[src/hdl/atpr_pkg.sv]
// ----------------------------------------------------------------------------
// atpr_pkg
// Shared widths, constants, codes and the arctangent table for the
// accelerometer tilt block.
// ----------------------------------------------------------------------------
package atpr_pkg;

   localparam int ANGLE_FRAC_BITS = 8;
   localparam int CORDIC_STEPS    = 16;
   localparam int TABLE_LEN       = 24;
   localparam int TABLE_FRAC      = 16;
   localparam int MAG_SH          = 8;
   localparam int RIGHT_ANGLE     = 90;

   localparam int ID_W    = 8;
   localparam int AXIS_W  = 16;
   localparam int ANGLE_W = 16;
   localparam int SQ_W    = 32;
   localparam int RAD_W   = 48;
   localparam int ROOT_W  = 24;
   localparam int REM_W   = ROOT_W + 1;
   localparam int CW      = 27;
   localparam int ZW      = 25;
   localparam int STEP_W  = 5;

   localparam logic [ID_W-1:0] EXPECTED_ID_RESET = 8'h69;

   localparam int ROUND_SH = TABLE_FRAC - ANGLE_FRAC_BITS;
   localparam int N_CORDIC = (CORDIC_STEPS < TABLE_LEN) ? CORDIC_STEPS : TABLE_LEN;

   localparam logic [STEP_W-1:0] SQRT_LAST   = STEP_W'(ROOT_W - 1);
   localparam logic [STEP_W-1:0] CORDIC_LAST = STEP_W'(N_CORDIC - 1);

   localparam logic signed [ZW-1:0] ROUND_HALF = ZW'(1 << (ROUND_SH - 1));
   localparam logic signed [ZW-1:0] ANGLE_LIM  = ZW'(RIGHT_ANGLE << ANGLE_FRAC_BITS);
   localparam logic signed [ZW-1:0] ANGLE_MAX  = ZW'((1 << (ANGLE_W - 1)) - 1);
   localparam logic signed [ZW-1:0] ANGLE_MIN  = ~ANGLE_MAX;
   localparam logic signed [ZW-1:0] ANGLE_HI   = (ANGLE_LIM > ANGLE_MAX) ? ANGLE_MAX
                                                                        : ANGLE_LIM;
   localparam logic signed [ZW-1:0] ANGLE_LO   = (ANGLE_LIM > ANGLE_MAX) ? ANGLE_MIN
                                                                        : -ANGLE_LIM;

   typedef enum logic [2:0] {
      OP_NONE,
      OP_SQ_A,
      OP_SQ_B,
      OP_SQRT,
      OP_CLOAD,
      OP_CORDIC,
      OP_FINISH
   } op_type;

   typedef enum logic [2:0] {
      ST_IDLE,
      ST_SQ_A,
      ST_SQ_B,
      ST_SQRT,
      ST_CLOAD,
      ST_CORDIC,
      ST_FINISH,
      ST_DONE
   } state_type;

   typedef struct packed {
      op_type             op;
      logic [STEP_W-1:0]  step;
      logic               sel;
      logic               load_rsp;
      logic               ready;
   } ctl_type;

   // atan(2^-i) in degrees, 16 fraction bits
   function automatic logic signed [ZW-1:0] atan_deg(input logic [STEP_W-1:0] idx);
      logic signed [ZW-1:0] v;
      case (idx)
         5'd0:    v = ZW'(2949120);
         5'd1:    v = ZW'(1740967);
         5'd2:    v = ZW'(919879);
         5'd3:    v = ZW'(466945);
         5'd4:    v = ZW'(234379);
         5'd5:    v = ZW'(117304);
         5'd6:    v = ZW'(58666);
         5'd7:    v = ZW'(29335);
         5'd8:    v = ZW'(14668);
         5'd9:    v = ZW'(7334);
         5'd10:   v = ZW'(3667);
         5'd11:   v = ZW'(1833);
         5'd12:   v = ZW'(917);
         5'd13:   v = ZW'(458);
         5'd14:   v = ZW'(229);
         5'd15:   v = ZW'(115);
         5'd16:   v = ZW'(57);
         5'd17:   v = ZW'(29);
         5'd18:   v = ZW'(14);
         5'd19:   v = ZW'(7);
         5'd20:   v = ZW'(4);
         5'd21:   v = ZW'(2);
         5'd22:   v = ZW'(1);
         default: v = '0;
      endcase
      return v;
   endfunction

endpackage

[src/hdl/atpr_if.sv]
// ----------------------------------------------------------------------------
// atpr_if
// Valid/ready channels of the tilt block: sensor frame in, angles out.
// ----------------------------------------------------------------------------
interface atpr_req_if;
   import atpr_pkg::*;

   logic                     valid;
   logic                     ready;
   logic [ID_W-1:0]          sensor_id;
   logic signed [AXIS_W-1:0] accel_x;
   logic signed [AXIS_W-1:0] accel_y;
   logic signed [AXIS_W-1:0] accel_z;

   modport source (output valid, output sensor_id, output accel_x, output accel_y,
                   output accel_z, input ready);
   modport sink   (input valid, input sensor_id, input accel_x, input accel_y,
                   input accel_z, output ready);
endinterface

interface atpr_rsp_if;
   import atpr_pkg::*;

   logic                      valid;
   logic                      ready;
   logic                      id_error;
   logic signed [ANGLE_W-1:0] pitch;
   logic signed [ANGLE_W-1:0] roll;

   modport source (output valid, output id_error, output pitch, output roll,
                   input ready);
   modport sink   (input valid, input id_error, input pitch, input roll,
                   output ready);
endinterface

[src/hdl/atpr_ctrl.sv]
// ----------------------------------------------------------------------------
// atpr_ctrl
// Sequencer: on an ID match, squares, square root digits, CORDIC steps and finish,
// once for pitch and once for roll, then hands the beat to the output register.
// ----------------------------------------------------------------------------
module atpr_ctrl (
   input  logic              clock,
   input  logic              reset,
   input  logic              start,
   input  logic              id_match,
   input  logic              rsp_free,
   output atpr_pkg::ctl_type ctl
);
   import atpr_pkg::*;

   state_type         state_ff, state_in;
   logic [STEP_W-1:0] step_ff, step_in;
   logic              sel_ff, sel_in;

   always_ff @(posedge clock) begin
      if (reset) begin
         state_ff <= ST_IDLE;
         step_ff  <= '0;
         sel_ff   <= 1'b0;
      end else begin
         state_ff <= state_in;
         step_ff  <= step_in;
         sel_ff   <= sel_in;
      end
   end

   always_comb begin
      state_in     = state_ff;
      step_in      = step_ff;
      sel_in       = sel_ff;
      ctl.op       = OP_NONE;
      ctl.step     = step_ff;
      ctl.sel      = sel_ff;
      ctl.load_rsp = 1'b0;
      ctl.ready    = 1'b0;
      case (state_ff)
         ST_IDLE: begin
            ctl.ready = 1'b1;
            if (start) begin
               sel_in   = 1'b0;
               state_in = id_match ? ST_SQ_A : ST_DONE;
            end
         end
         ST_SQ_A: begin
            ctl.op   = OP_SQ_A;
            state_in = ST_SQ_B;
         end
         ST_SQ_B: begin
            ctl.op   = OP_SQ_B;
            step_in  = '0;
            state_in = ST_SQRT;
         end
         ST_SQRT: begin
            ctl.op  = OP_SQRT;
            step_in = step_ff + 1'b1;
            if (step_ff == SQRT_LAST) begin
               state_in = ST_CLOAD;
            end
         end
         ST_CLOAD: begin
            ctl.op   = OP_CLOAD;
            step_in  = '0;
            state_in = ST_CORDIC;
         end
         ST_CORDIC: begin
            ctl.op  = OP_CORDIC;
            step_in = step_ff + 1'b1;
            if (step_ff == CORDIC_LAST) begin
               state_in = ST_FINISH;
            end
         end
         ST_FINISH: begin
            ctl.op = OP_FINISH;
            if (!sel_ff) begin
               sel_in   = 1'b1;
               state_in = ST_SQ_A;
            end else begin
               state_in = ST_DONE;
            end
         end
         ST_DONE: begin
            if (rsp_free) begin
               ctl.load_rsp = 1'b1;
               state_in     = ST_IDLE;
            end
         end
         default: state_in = ST_IDLE;
      endcase
   end

endmodule

[src/hdl/atpr_dp.sv]
// ----------------------------------------------------------------------------
// atpr_dp
// Shared arithmetic unit: one squaring multiplier, a radix-2 square root
// digit stage and one CORDIC vectoring stage, plus the held angles.
// ----------------------------------------------------------------------------
module atpr_dp (
   input  logic                              clock,
   input  logic                              reset,
   input  atpr_pkg::ctl_type                 ctl,
   input  logic signed [atpr_pkg::AXIS_W-1:0] x,
   input  logic signed [atpr_pkg::AXIS_W-1:0] y,
   input  logic signed [atpr_pkg::AXIS_W-1:0] z,
   output logic signed [atpr_pkg::ANGLE_W-1:0] pitch,
   output logic signed [atpr_pkg::ANGLE_W-1:0] roll
);
   import atpr_pkg::*;

   logic [SQ_W-1:0]           sq_ff, sq_in;
   logic [RAD_W-1:0]          rad_ff, rad_in;
   logic [REM_W-1:0]          rem_ff, rem_in;
   logic [ROOT_W-1:0]         root_ff, root_in;
   logic signed [CW-1:0]      cx_ff, cx_in;
   logic signed [CW-1:0]      cy_ff, cy_in;
   logic signed [ZW-1:0]      cz_ff, cz_in;
   logic signed [ANGLE_W-1:0] pitch_ff, pitch_in;
   logic signed [ANGLE_W-1:0] roll_ff, roll_in;

   logic signed [AXIS_W-1:0]   n_ax, a_ax, m_op;
   logic                       neg;
   logic [AXIS_W-1:0]          mag;
   logic signed [2*AXIS_W-1:0] prod;
   logic [SQ_W-1:0]            sum;
   logic [REM_W+1:0]           rem_cat, trial, rem_sub;
   logic signed [CW-1:0]       sx, sy;
   logic signed [ZW-1:0]       tval, rnd, clip, sgn, sat;

   assign n_ax = ctl.sel ? y : x;
   assign a_ax = ctl.sel ? x : y;
   assign neg  = n_ax[AXIS_W-1];
   assign mag  = neg ? (~n_ax + 1'b1) : n_ax;
   assign m_op = (ctl.op == OP_SQ_A) ? a_ax : z;
   assign prod = m_op * m_op;
   assign sum  = sq_ff + SQ_W'(prod);

   assign rem_cat = {rem_ff, rad_ff[RAD_W-1 -: 2]};
   assign trial   = {1'b0, root_ff, 2'b01};
   assign rem_sub = rem_cat - trial;

   assign sx   = cx_ff >>> ctl.step;
   assign sy   = cy_ff >>> ctl.step;
   assign tval = atan_deg(ctl.step);

   // round to output fraction, clamp to 0..90 deg, apply sign, saturate
   assign rnd  = (cz_ff + ROUND_HALF) >>> ROUND_SH;
   assign clip = rnd[ZW-1] ? '0 : ((rnd > ANGLE_LIM) ? ANGLE_LIM : rnd);
   assign sgn  = neg ? -clip : clip;
   assign sat  = (sgn > ANGLE_MAX) ? ANGLE_MAX : ((sgn < ANGLE_MIN) ? ANGLE_MIN : sgn);

   always_comb begin
      sq_in    = sq_ff;
      rad_in   = rad_ff;
      rem_in   = rem_ff;
      root_in  = root_ff;
      cx_in    = cx_ff;
      cy_in    = cy_ff;
      cz_in    = cz_ff;
      pitch_in = pitch_ff;
      roll_in  = roll_ff;
      case (ctl.op)
         OP_SQ_A: sq_in = SQ_W'(prod);
         OP_SQ_B: begin
            rad_in  = {sum, {(RAD_W-SQ_W){1'b0}}};
            rem_in  = '0;
            root_in = '0;
         end
         OP_SQRT: begin
            rad_in = rad_ff << 2;
            if (rem_cat >= trial) begin
               rem_in  = rem_sub[REM_W-1:0];
               root_in = {root_ff[ROOT_W-2:0], 1'b1};
            end else begin
               rem_in  = rem_cat[REM_W-1:0];
               root_in = {root_ff[ROOT_W-2:0], 1'b0};
            end
         end
         OP_CLOAD: begin
            cx_in = {{(CW-ROOT_W){1'b0}}, root_ff};
            cy_in = {{(CW-AXIS_W-MAG_SH){1'b0}}, mag, {MAG_SH{1'b0}}};
            cz_in = '0;
         end
         OP_CORDIC: begin
            if (cy_ff > 0) begin
               cx_in = cx_ff + sy;
               cy_in = cy_ff - sx;
               cz_in = cz_ff + tval;
            end else if (cy_ff < 0) begin
               cx_in = cx_ff - sy;
               cy_in = cy_ff + sx;
               cz_in = cz_ff - tval;
            end
         end
         OP_FINISH: begin
            if (ctl.sel) begin
               roll_in = sat[ANGLE_W-1:0];
            end else begin
               pitch_in = sat[ANGLE_W-1:0];
            end
         end
         default: ;
      endcase
   end

   always_ff @(posedge clock) begin
      sq_ff   <= sq_in;
      rad_ff  <= rad_in;
      rem_ff  <= rem_in;
      root_ff <= root_in;
      cx_ff   <= cx_in;
      cy_ff   <= cy_in;
      cz_ff   <= cz_in;
   end

   always_ff @(posedge clock) begin
      if (reset) begin
         pitch_ff <= '0;
         roll_ff  <= '0;
      end else begin
         pitch_ff <= pitch_in;
         roll_ff  <= roll_in;
      end
   end

   assign pitch = pitch_ff;
   assign roll  = roll_ff;

endmodule

[src/hdl/accel_tilt_pitch_roll_top.sv]
// ----------------------------------------------------------------------------
// accel_tilt_pitch_roll_top
// Pitch and roll in signed Q8.8 degrees from one accelerometer frame, with
// identity check against a programmable byte.
//
//   port      dir   kind       carries
//   req_chan  in    valid/rdy  sensor_id, accel_x, accel_y, accel_z
//   rsp_chan  out   valid/rdy  id_error, pitch, roll
//   csr_*     in    write-only expected_id
//
// a matching frame runs the accept, then per angle squares SQ_A and SQ_B, 24
// square root digits, one load, 16 CORDIC steps and one finish on the one
// shared unit, then a hand-off when the output register is free; mismatches go
// to it directly; one frame in flight, req ready only while the sequencer is idle
// the result sits in an output register, so the next frame is taken while it
// waits; a stalled result blocks only the following frame's hand-off
// reset clears control, the held angles and restores expected_id to 0x69
// ----------------------------------------------------------------------------
module accel_tilt_pitch_roll_top (
   input  logic                          clock,
   input  logic                          reset,
   atpr_req_if.sink                      req_chan,
   atpr_rsp_if.source                    rsp_chan,
   input  logic                          csr_wr_en,
   input  logic [atpr_pkg::ID_W-1:0]     csr_wr_data
);
   import atpr_pkg::*;

   logic [ID_W-1:0]           exp_id_ff;
   logic signed [AXIS_W-1:0]  x_ff, y_ff, z_ff;
   logic                      err_ff;
   logic                      rsp_valid_ff;
   logic                      rsp_err_ff;
   logic signed [ANGLE_W-1:0] rsp_pitch_ff, rsp_roll_ff;

   ctl_type                   ctl;
   logic                      start, id_match, rsp_free;
   logic signed [ANGLE_W-1:0] pitch, roll;

   assign start    = req_chan.valid && ctl.ready;
   assign id_match = (req_chan.sensor_id == exp_id_ff);
   assign rsp_free = !rsp_valid_ff || rsp_chan.ready;

   atpr_ctrl u_ctrl (
      .clock    (clock),
      .reset    (reset),
      .start    (start),
      .id_match (id_match),
      .rsp_free (rsp_free),
      .ctl      (ctl)
   );

   atpr_dp u_dp (
      .clock (clock),
      .reset (reset),
      .ctl   (ctl),
      .x     (x_ff),
      .y     (y_ff),
      .z     (z_ff),
      .pitch (pitch),
      .roll  (roll)
   );

   always_ff @(posedge clock) begin
      if (reset) begin
         exp_id_ff <= EXPECTED_ID_RESET;
      end else if (csr_wr_en) begin
         exp_id_ff <= csr_wr_data;
      end
   end

   // frame capture
   always_ff @(posedge clock) begin
      if (start) begin
         x_ff   <= req_chan.accel_x;
         y_ff   <= req_chan.accel_y;
         z_ff   <= req_chan.accel_z;
         err_ff <= !id_match;
      end
   end

   // output register
   always_ff @(posedge clock) begin
      if (reset) begin
         rsp_valid_ff <= 1'b0;
      end else if (ctl.load_rsp) begin
         rsp_valid_ff <= 1'b1;
      end else if (rsp_chan.ready) begin
         rsp_valid_ff <= 1'b0;
      end
   end

   always_ff @(posedge clock) begin
      if (ctl.load_rsp) begin
         rsp_err_ff   <= err_ff;
         rsp_pitch_ff <= pitch;
         rsp_roll_ff  <= roll;
      end
   end

   assign req_chan.ready    = ctl.ready;
   assign rsp_chan.valid    = rsp_valid_ff;
   assign rsp_chan.id_error = rsp_err_ff;
   assign rsp_chan.pitch    = rsp_pitch_ff;
   assign rsp_chan.roll     = rsp_roll_ff;

endmodule

[src/flat_wrapper.sv]
// flat-port wrapper written by rule: the top's interface ports become plain ports
module accel_tilt_pitch_roll_top_flat import atpr_pkg::*;
  (clock, reset, csr_wr_en, csr_wr_data, req_chan_valid, req_chan_sensor_id, req_chan_accel_x, req_chan_accel_y, req_chan_accel_z, req_chan_ready, rsp_chan_valid, rsp_chan_id_error, rsp_chan_pitch, rsp_chan_roll, rsp_chan_ready);
  atpr_req_if req_chan_i ();
  atpr_rsp_if rsp_chan_i ();
  input  logic clock;
  input  logic reset;
  input  logic csr_wr_en;
  input  logic [atpr_pkg::ID_W-1:0] csr_wr_data;
  input wire logic [$bits(req_chan_i.valid)-1:0] req_chan_valid;
  input wire logic [$bits(req_chan_i.sensor_id)-1:0] req_chan_sensor_id;
  input wire logic [$bits(req_chan_i.accel_x)-1:0] req_chan_accel_x;
  input wire logic [$bits(req_chan_i.accel_y)-1:0] req_chan_accel_y;
  input wire logic [$bits(req_chan_i.accel_z)-1:0] req_chan_accel_z;
  output wire logic [$bits(req_chan_i.ready)-1:0] req_chan_ready;
  output wire logic [$bits(rsp_chan_i.valid)-1:0] rsp_chan_valid;
  output wire logic [$bits(rsp_chan_i.id_error)-1:0] rsp_chan_id_error;
  output wire logic [$bits(rsp_chan_i.pitch)-1:0] rsp_chan_pitch;
  output wire logic [$bits(rsp_chan_i.roll)-1:0] rsp_chan_roll;
  input wire logic [$bits(rsp_chan_i.ready)-1:0] rsp_chan_ready;
  assign req_chan_i.valid = req_chan_valid;
  assign req_chan_i.sensor_id = req_chan_sensor_id;
  assign req_chan_i.accel_x = req_chan_accel_x;
  assign req_chan_i.accel_y = req_chan_accel_y;
  assign req_chan_i.accel_z = req_chan_accel_z;
  assign req_chan_ready = req_chan_i.ready;
  assign rsp_chan_valid = rsp_chan_i.valid;
  assign rsp_chan_id_error = rsp_chan_i.id_error;
  assign rsp_chan_pitch = rsp_chan_i.pitch;
  assign rsp_chan_roll = rsp_chan_i.roll;
  assign rsp_chan_i.ready = rsp_chan_ready;
  accel_tilt_pitch_roll_top u_core (.clock(clock), .reset(reset), .req_chan(req_chan_i), .rsp_chan(rsp_chan_i), .csr_wr_en(csr_wr_en), .csr_wr_data(csr_wr_data));
endmodule
[config.mk]
export PLATFORM = sky130hd
export DESIGN_NAME = accel_tilt_pitch_roll_top_flat
export DESIGN_NICKNAME = d
export VERILOG_FILES = /design/src/hdl/atpr_pkg.sv /design/src/hdl/atpr_if.sv /design/src/hdl/atpr_ctrl.sv /design/src/hdl/atpr_dp.sv /design/src/hdl/accel_tilt_pitch_roll_top.sv /design/src/flat_wrapper.sv
export SDC_FILE = /design/constraint.sdc
export NUM_CORES = 2
export LEC_CHECK = 0
export CAP_MARGIN = 5
export CELL_PAD_IN_SITES_DETAIL_PLACEMENT = 1
export CELL_PAD_IN_SITES_GLOBAL_PLACEMENT = 1
export CORE_ASPECT_RATIO = 0.5
export CORE_UTILIZATION = 37
export DETAILED_ROUTE_END_ITERATION = 10
export DONT_BUFFER_PORTS = 1
export HOLD_SLACK_MARGIN = 0.02
export PLACE_DENSITY = 0.71
export SYNTH_ARGS = -nofsm -noshare
export SYNTH_HDL_FRONTEND = slang
export SYNTH_HIERARCHICAL = 1
export SYNTH_SLANG_ARGS = --single-unit
[constraint.sdc]
create_clock -name clock -period 12.5 [get_ports clock]
set_input_delay 1.875 -clock clock [delete_from_list [all_inputs] [get_ports clock]]
set_output_delay 1.875 -clock clock [all_outputs]
set_load 0.01 [all_outputs]
* Word-level counts from Yosys, hierarchy flattened
Memories as Yosys holds them, arrays and structs flattened. A register that Yosys moved wholly into a read port is not among the register bits.
Cells that the tools add are included.
** Word-level totals
- Register bits :: 340
- ROM bits :: 704
- Output and inout bits :: 35
- Word-level logic and storage cells :: 124
- Memories kept :: 1
** Memories
- (no name shown) :: depth 32, width 22, read ports 1, clocked after memory_dff 1, write ports 0, line atpr_pkg.sv:75 : case (idx)
** Operators by class
- Add/sub/neg operators :: 12
- Multiply operators :: 1
- Order comparisons :: 6
- Eq/ne operators :: 21
- Shift operators :: 2
- Mux-type cells :: 41
- Bitwise operators :: 2
- Reduce and logical (&&, ||, !) cells :: 17
** Operator list (count)
- two-way mux 16 bit :: 8
- two-way mux 27 bit :: 4
- one-hot mux 27 bit (2 select lines) :: 2
- two-way mux 25 bit :: 4
- one-hot mux 25 bit (2 select lines) :: 2
- one-hot mux 48 bit (2 select lines) :: 1
- adder 27 bit :: 2
- >>> shifter 27 x 5 -> 27 bit :: 2
- subtractor 27 bit :: 2
- subtractor 25 bit :: 2
- one-hot mux 24 bit (2 select lines) :: 1
- adder 32 bit :: 1
- multiplier 16 x 16 -> 32 bit :: 1
- >= comparator 27 x 26 -> 1 bit :: 1
- > comparator 27 x 1 -> 1 bit (second input constant) :: 1
- < comparator 27 x 1 -> 1 bit (second input constant) :: 1
- adder 25 bit :: 1
- adder 25 x 9 -> 25 bit (second input constant) :: 1
- > comparator 25 x 16 -> 1 bit (second input constant) :: 1
- < comparator 25 x 16 -> 1 bit (second input constant) :: 1
- negator 16 -> 25 bit :: 1
- one-hot mux 3 bit (8 select lines) :: 1
- == test 3 bit (second input constant) :: 7
- two-way mux 3 bit :: 6
- other kinds (26) :: 48

* Longest topological paths before layout
- Depth in word-level cells :: 9
- Mapped depth :: 45
- Mapped depth without buffers :: 43

* By module
The synthesis kept the hierarchy.
** Modules (own cells, without submodules)
- atpr_dp :: times used 1, cells an instance 3333, area an instance 29876.2 um^2, sequential area each 6376.1 um^2
- accel_tilt_pitch_roll_top :: times used 1, cells an instance 125, area an instance 2880.3 um^2, sequential area each 2642.5 um^2
- atpr_ctrl :: times used 1, cells an instance 74, area an instance 556.8 um^2, sequential area each 180.2 um^2

* Worst setup path before layout
OpenSTA, ideal clock, no wires.
- Path type :: reg-to-reg
- Start point :: register u_core.u_ctrl.state_ff[0]
- End point :: register u_core.u_dp.rad_ff[47] (data pin)
- Library setup time :: 0.269 ns
- Arrival time :: 10.065 ns
- Required time :: 12.231 ns
- Path slack :: 2.166 ns
- Stages on the path, launching flop included :: 40
- Buffers on the path :: 3
- Clock period less this slack :: 10.334 ns
- Cells stage by stage :: dfxtp_1 -> buf_4 -> inv_1 -> a21oi_1 -> nor3b_1 -> clkbuf_1 -> buf_1 -> a21oi_1 -> inv_2 -> nor2_1 -> fa_1 -> inv_1 -> fa_1 -> fa_1 -> fa_1 -> inv_1 -> fa_1 -> inv_1 -> [4 not listed] -> a21o_1 -> a41o_1 -> a21oi_1 -> nor2b_1 -> nor2_1 -> nor2_1 -> nor2_1 -> xnor2_1 -> ha_1 -> nand4_1 -> o31a_1 -> o21ai_0 -> nand3_1 -> a21o_1 -> a31oi_1 -> xor2_1 -> xnor2_1 -> o21ai_0
** RTL lines
- from (decl) :: line atpr_ctrl.sv:16 : state_type state_ff, state_in;
- from (signal assigned) :: line atpr_ctrl.sv:26 : state_ff <= state_in;
- to (signal assigned) :: line atpr_dp.sv:115 : rad_ff <= rad_in;
- to (decl) :: line atpr_dp.sv:19 : logic [RAD_W-1:0] rad_ff, rad_in;

==> results.yml <==
outcome:
  status: "complete, no violations"
cts:
  clk_latency_ns: 0.58
  clock-sinks: 323
  numCtsBuffers: 36
  cts-resized-gates: 0
  hold_buffers: 0
  cts_tree: "done"
  htreeDepth: 2
  cts_buffer_depth: 3
  cts_root_buffer: "clkbuf_16"
  cts_setup_buffers: 0
  path_clk_slew_ns: 0.07
sta:
  timing.setup.tns_ns: 0
  hold_violations: 0
  fin_crit_sh_pct: 91.04
  finalSetupViolCount: 0
  fin_ws_ns: 1.119
  grt_setup_unrepaired: "no"
  tightest_slew_ns: 1.278
  slew_headroom_pct: 14.81
  slew_violations: 0
  fin_crit_ns: 11.38
  fmax_mhz: 87.87
  skew_ns: 0.02851
global_route:
  grt-ovfl-total: 0
  track_usage_pct: 19.84
  use_met1_pct: 27.55
  first_global_vias: 27615
  grt_util_met2_pct: 33.44
  busiest_layer: "met2"
  grt_pass1_wl_um: 148700
  antenna_found_initial: 0
  grt_max_degree: 80
  use_met3_pct: 2.220
drt:
  vias_per_cell: 5.565
  drt_iter0_drc: 1732
  wl_per_cell_um: 19.40
  drt_wl_total_um: 90630
  drc_errors: 0
  dr.pass1.iters: 5
  dr_total_vias: 26006
  ant_nets: 0
synthesis:
  synthArstFlopShare_pct: 0
  syn_area_um2: 33310
  syn_avg_cell_area_um2: 9.432
  syn_inst: 3532
  synth-edff-count: 273
  syn_nets: 4073
  ys_ff_latch: 323
  ys_types: 90
  ys_warn_count: 6
  ys_seq_area_share_pct: 27.61
  synthFlopType: "edfxtp_1"
cells_and_area:
  fillers: 10125
  drive_above_1_share_pct: 6.623
  final_nets: 4002
  multi_input_area_um2: 21770
  ff_latch_area_um2: 9208
  syn2layout_area_growth_pct: 6.648
  n_antenna_cell: 0
critical_path:
  cp_slowest_cell: "a21oi_1"
  worstPathMaxFanout: 62
  path_buf_inv: 7
  path_delay_family: "adder cells"
  r2r-start: "u_core/u_ctrl/state_ff[0]"
  timing.rr.end: "u_core/u_dp/rad_ff[47]"
  r2r_slack_ns: 1.12
  arrival_ns: 11.63
  startpoint_type: "flip-flop"
  worst_setup_path_end_kind: "flip-flop"
  cp_slowest_stage_delay_ns: 0.99
  path_class: "flip-flop to flip-flop"
  reg2reg_depth: 34
  cp.required_ns: 12.75
placed_design:
  portBuffers: 0
  dp_slack_ns: 1.273
  dpl.hpwl_um: 69570
  routabilityCongestion: 0.8818
floorplan:
  rows: 77
  dieArea_um2: 91310
  die_w_um: 426.4
  io_pins: 104
  core_um2: 88730
  initial_core_util_pct: 37.54
  die_h_um: 214.2
min_path:
  whs_endpoint: "u_core/rsp_chan.id_error"
  hold_start: "u_core/err_ff"
  hold_class: "flip-flop to flip-flop"
  whs_path_depth: 0
flow_run:
  drv_cap: 0
worst max-delay path by stage:
| stage | startpoint | to | cells after the start | slack (ns) |
|---|---|---|---|---|
| global placement | u_core/u_ctrl/state_ff[0] | u_core/u_dp/rad_ff[47] | 32 | 1.80 |
| finish | u_core/u_ctrl/state_ff[0] | u_core/u_dp/rad_ff[47] | 34 | 1.12 |
| floorplan | u_core/u_ctrl/state_ff[0] | u_core/u_dp/rad_ff[47] | 39 | 2.17 |
| global route | u_core/u_ctrl/state_ff[0] | u_core/u_dp/rad_ff[47] | 34 | 0.41 |
| detailed placement | u_core/u_ctrl/state_ff[0] | u_core/u_dp/rad_ff[47] | 34 | 1.27 |
| CTS | u_core/u_ctrl/state_ff[0] | u_core/u_dp/rad_ff[47] | 34 | 1.23 |
cells by family after synthesis:
| group | count (synthesis) | share of synthesized area [%] |
|---|---|---|
| AO/OA/AOI/OAI | 746 | 14.21 |
| XOR/XNOR | 246 | 6.468 |
| adder cells (fa/ha/maj) | 472 | 23.14 |
| buffers and inverters | 588 | 7.185 |
| flip-flops | 323 | 27.61 |
| multiplexers | 163 | 7.816 |
| AND/OR/NAND/NOR | 994 | 13.57 |
state kept, by name, indices dropped and copies added (netlist names), 24 cells and up:
signal               flops
u_core/u_dp/cz_ff       25
u_core/u_dp/rem_ff      25
u_core/u_dp/cx_ff       27
u_core/u_dp/root_ff     24
u_core/u_dp/rad_ff      32
u_core/u_dp/sq_ff       31
u_core/u_dp/cy_ff       27
cell usage after synthesis (22+ instances only):
library cell    n  share of area [%]
nand2_1       322                3.6
clkbuf_1       82               0.92
a31oi_1        35               0.66
and2_1         23               0.43
o21ai_0       168                2.5
o21bai_1       24               0.54
nor2_1        332                3.7
edfxtp_1      273                 25
ha_1          232                8.7
mux2i_1        67                2.0
mux2_2         22               0.74
nand3_1        70                1.1
inv_1         447                5.0
mux4_2         66                4.5
a21oi_1       219                3.3
o21a_1         36               0.81
nor2b_1        27               0.51
nand2b_1       31               0.58
nor3_1         65               0.98
dfxtp_1        50                3.0
fa_1          240                 14
xor2_1        105                2.8
o31ai_1        38               0.86
xnor2_1       141                3.7
a21o_1         73                1.6
per-stage QoR:
| step | instance area [um^2] | instances | utilization, % | hold WS (ns) |
|---|---|---|---|---|
| floorplan | 33310 | 3532 | - | 0.4003 |
| global placement | 34360 | 4608 | 38.73 | 0.4042 |
| detailed placement | 34360 | 4608 | 38.73 | 0.4090 |
| CTS | 35530 | 4673 | 40.04 | 0.4247 |
| global route | 35530 | 4673 | 40.04 | 0.4289 |
| finish | 35530 | 4673 | 40.04 | 0.4260 |
cells in the final DEF (no fill, tap or decap), types with 10 or more instances in the layout:
cell type | netlist | routed
a211oi_1 | 21 | 21
o21bai_1 | 24 | 24
fa_1 | 240 | 240
nor2b_1 | 27 | 26
nor3_1 | 65 | 65
or3_1 | 12 | 12
nand2b_1 | 31 | 31
a221oi_1 | 10 | 10
dfxtp_1 | 50 | 45
nand2_1 | 322 | 321
o21a_1 | 36 | 36
o211ai_1 | 13 | 13
mux2_2 | 22 | 22
nor4_1 | 19 | 19
a31o_2 | 10 | 10
mux2i_1 | 67 | 66
nand4_1 | 18 | 18
nor2_1 | 332 | 331
a211o_1 | 10 | 10
o21ai_0 | 168 | 168
a21o_1 | 73 | 73
ha_1 | 232 | 232
o31ai_1 | 38 | 38
o22ai_1 | 11 | 11
edfxtp_1 | 273 | 273
mux4_2 | 66 | 66
and3_1 | 18 | 18
buf_4 | 4 | 27
a21oi_1 | 219 | 217
or2_2 | 12 | 12
xnor2_1 | 141 | 141
a31oi_1 | 35 | 35
and2_1 | 23 | 21
inv_1 | 447 | 447
nand3_1 | 70 | 70
clkbuf_16 | 0 | 37
xor2_1 | 105 | 105
worst register-to-register path: cells and delay by family (launching register included):
| family | cells | cell delay (ns) |
|---|---|---|
| and+or+nand+nor | 7 | 2.20 |
| adders and majority gates | 8 | 3.54 |
| xor gates and xnor gates | 3 | 0.49 |
| DFF | 1 | 0.54 |
| AOI/OAI and AO/OA | 9 | 2.76 |
| buffers and inverters | 7 | 1.54 |
routing by layer:
| layer | share of wire, % | routed length, um |
|---|---|---|
| met5 | 0 | 0 |
| met3 | 3.8 | 3411 |
| met1 | 46 | 41820 |
| met4 | 1.4 | 1253 |
| met2 | 49 | 44140 |
area by class of cell:
cell class | count | share of cell area [%]
clock buffer | 45 | 2.719
clock inverter | 20 | 0.5635
inverter | 452 | 4.775
sequential | 323 | 25.92
timing repair buffer | 27 | 0.5705
multi-input combinational | 2621 | 61.28
tap | 1185 | 4.173
Power is left out: the tool's default activity adds up to more than one toggle a clock period on the data nets, which glitch-free logic cannot reach.
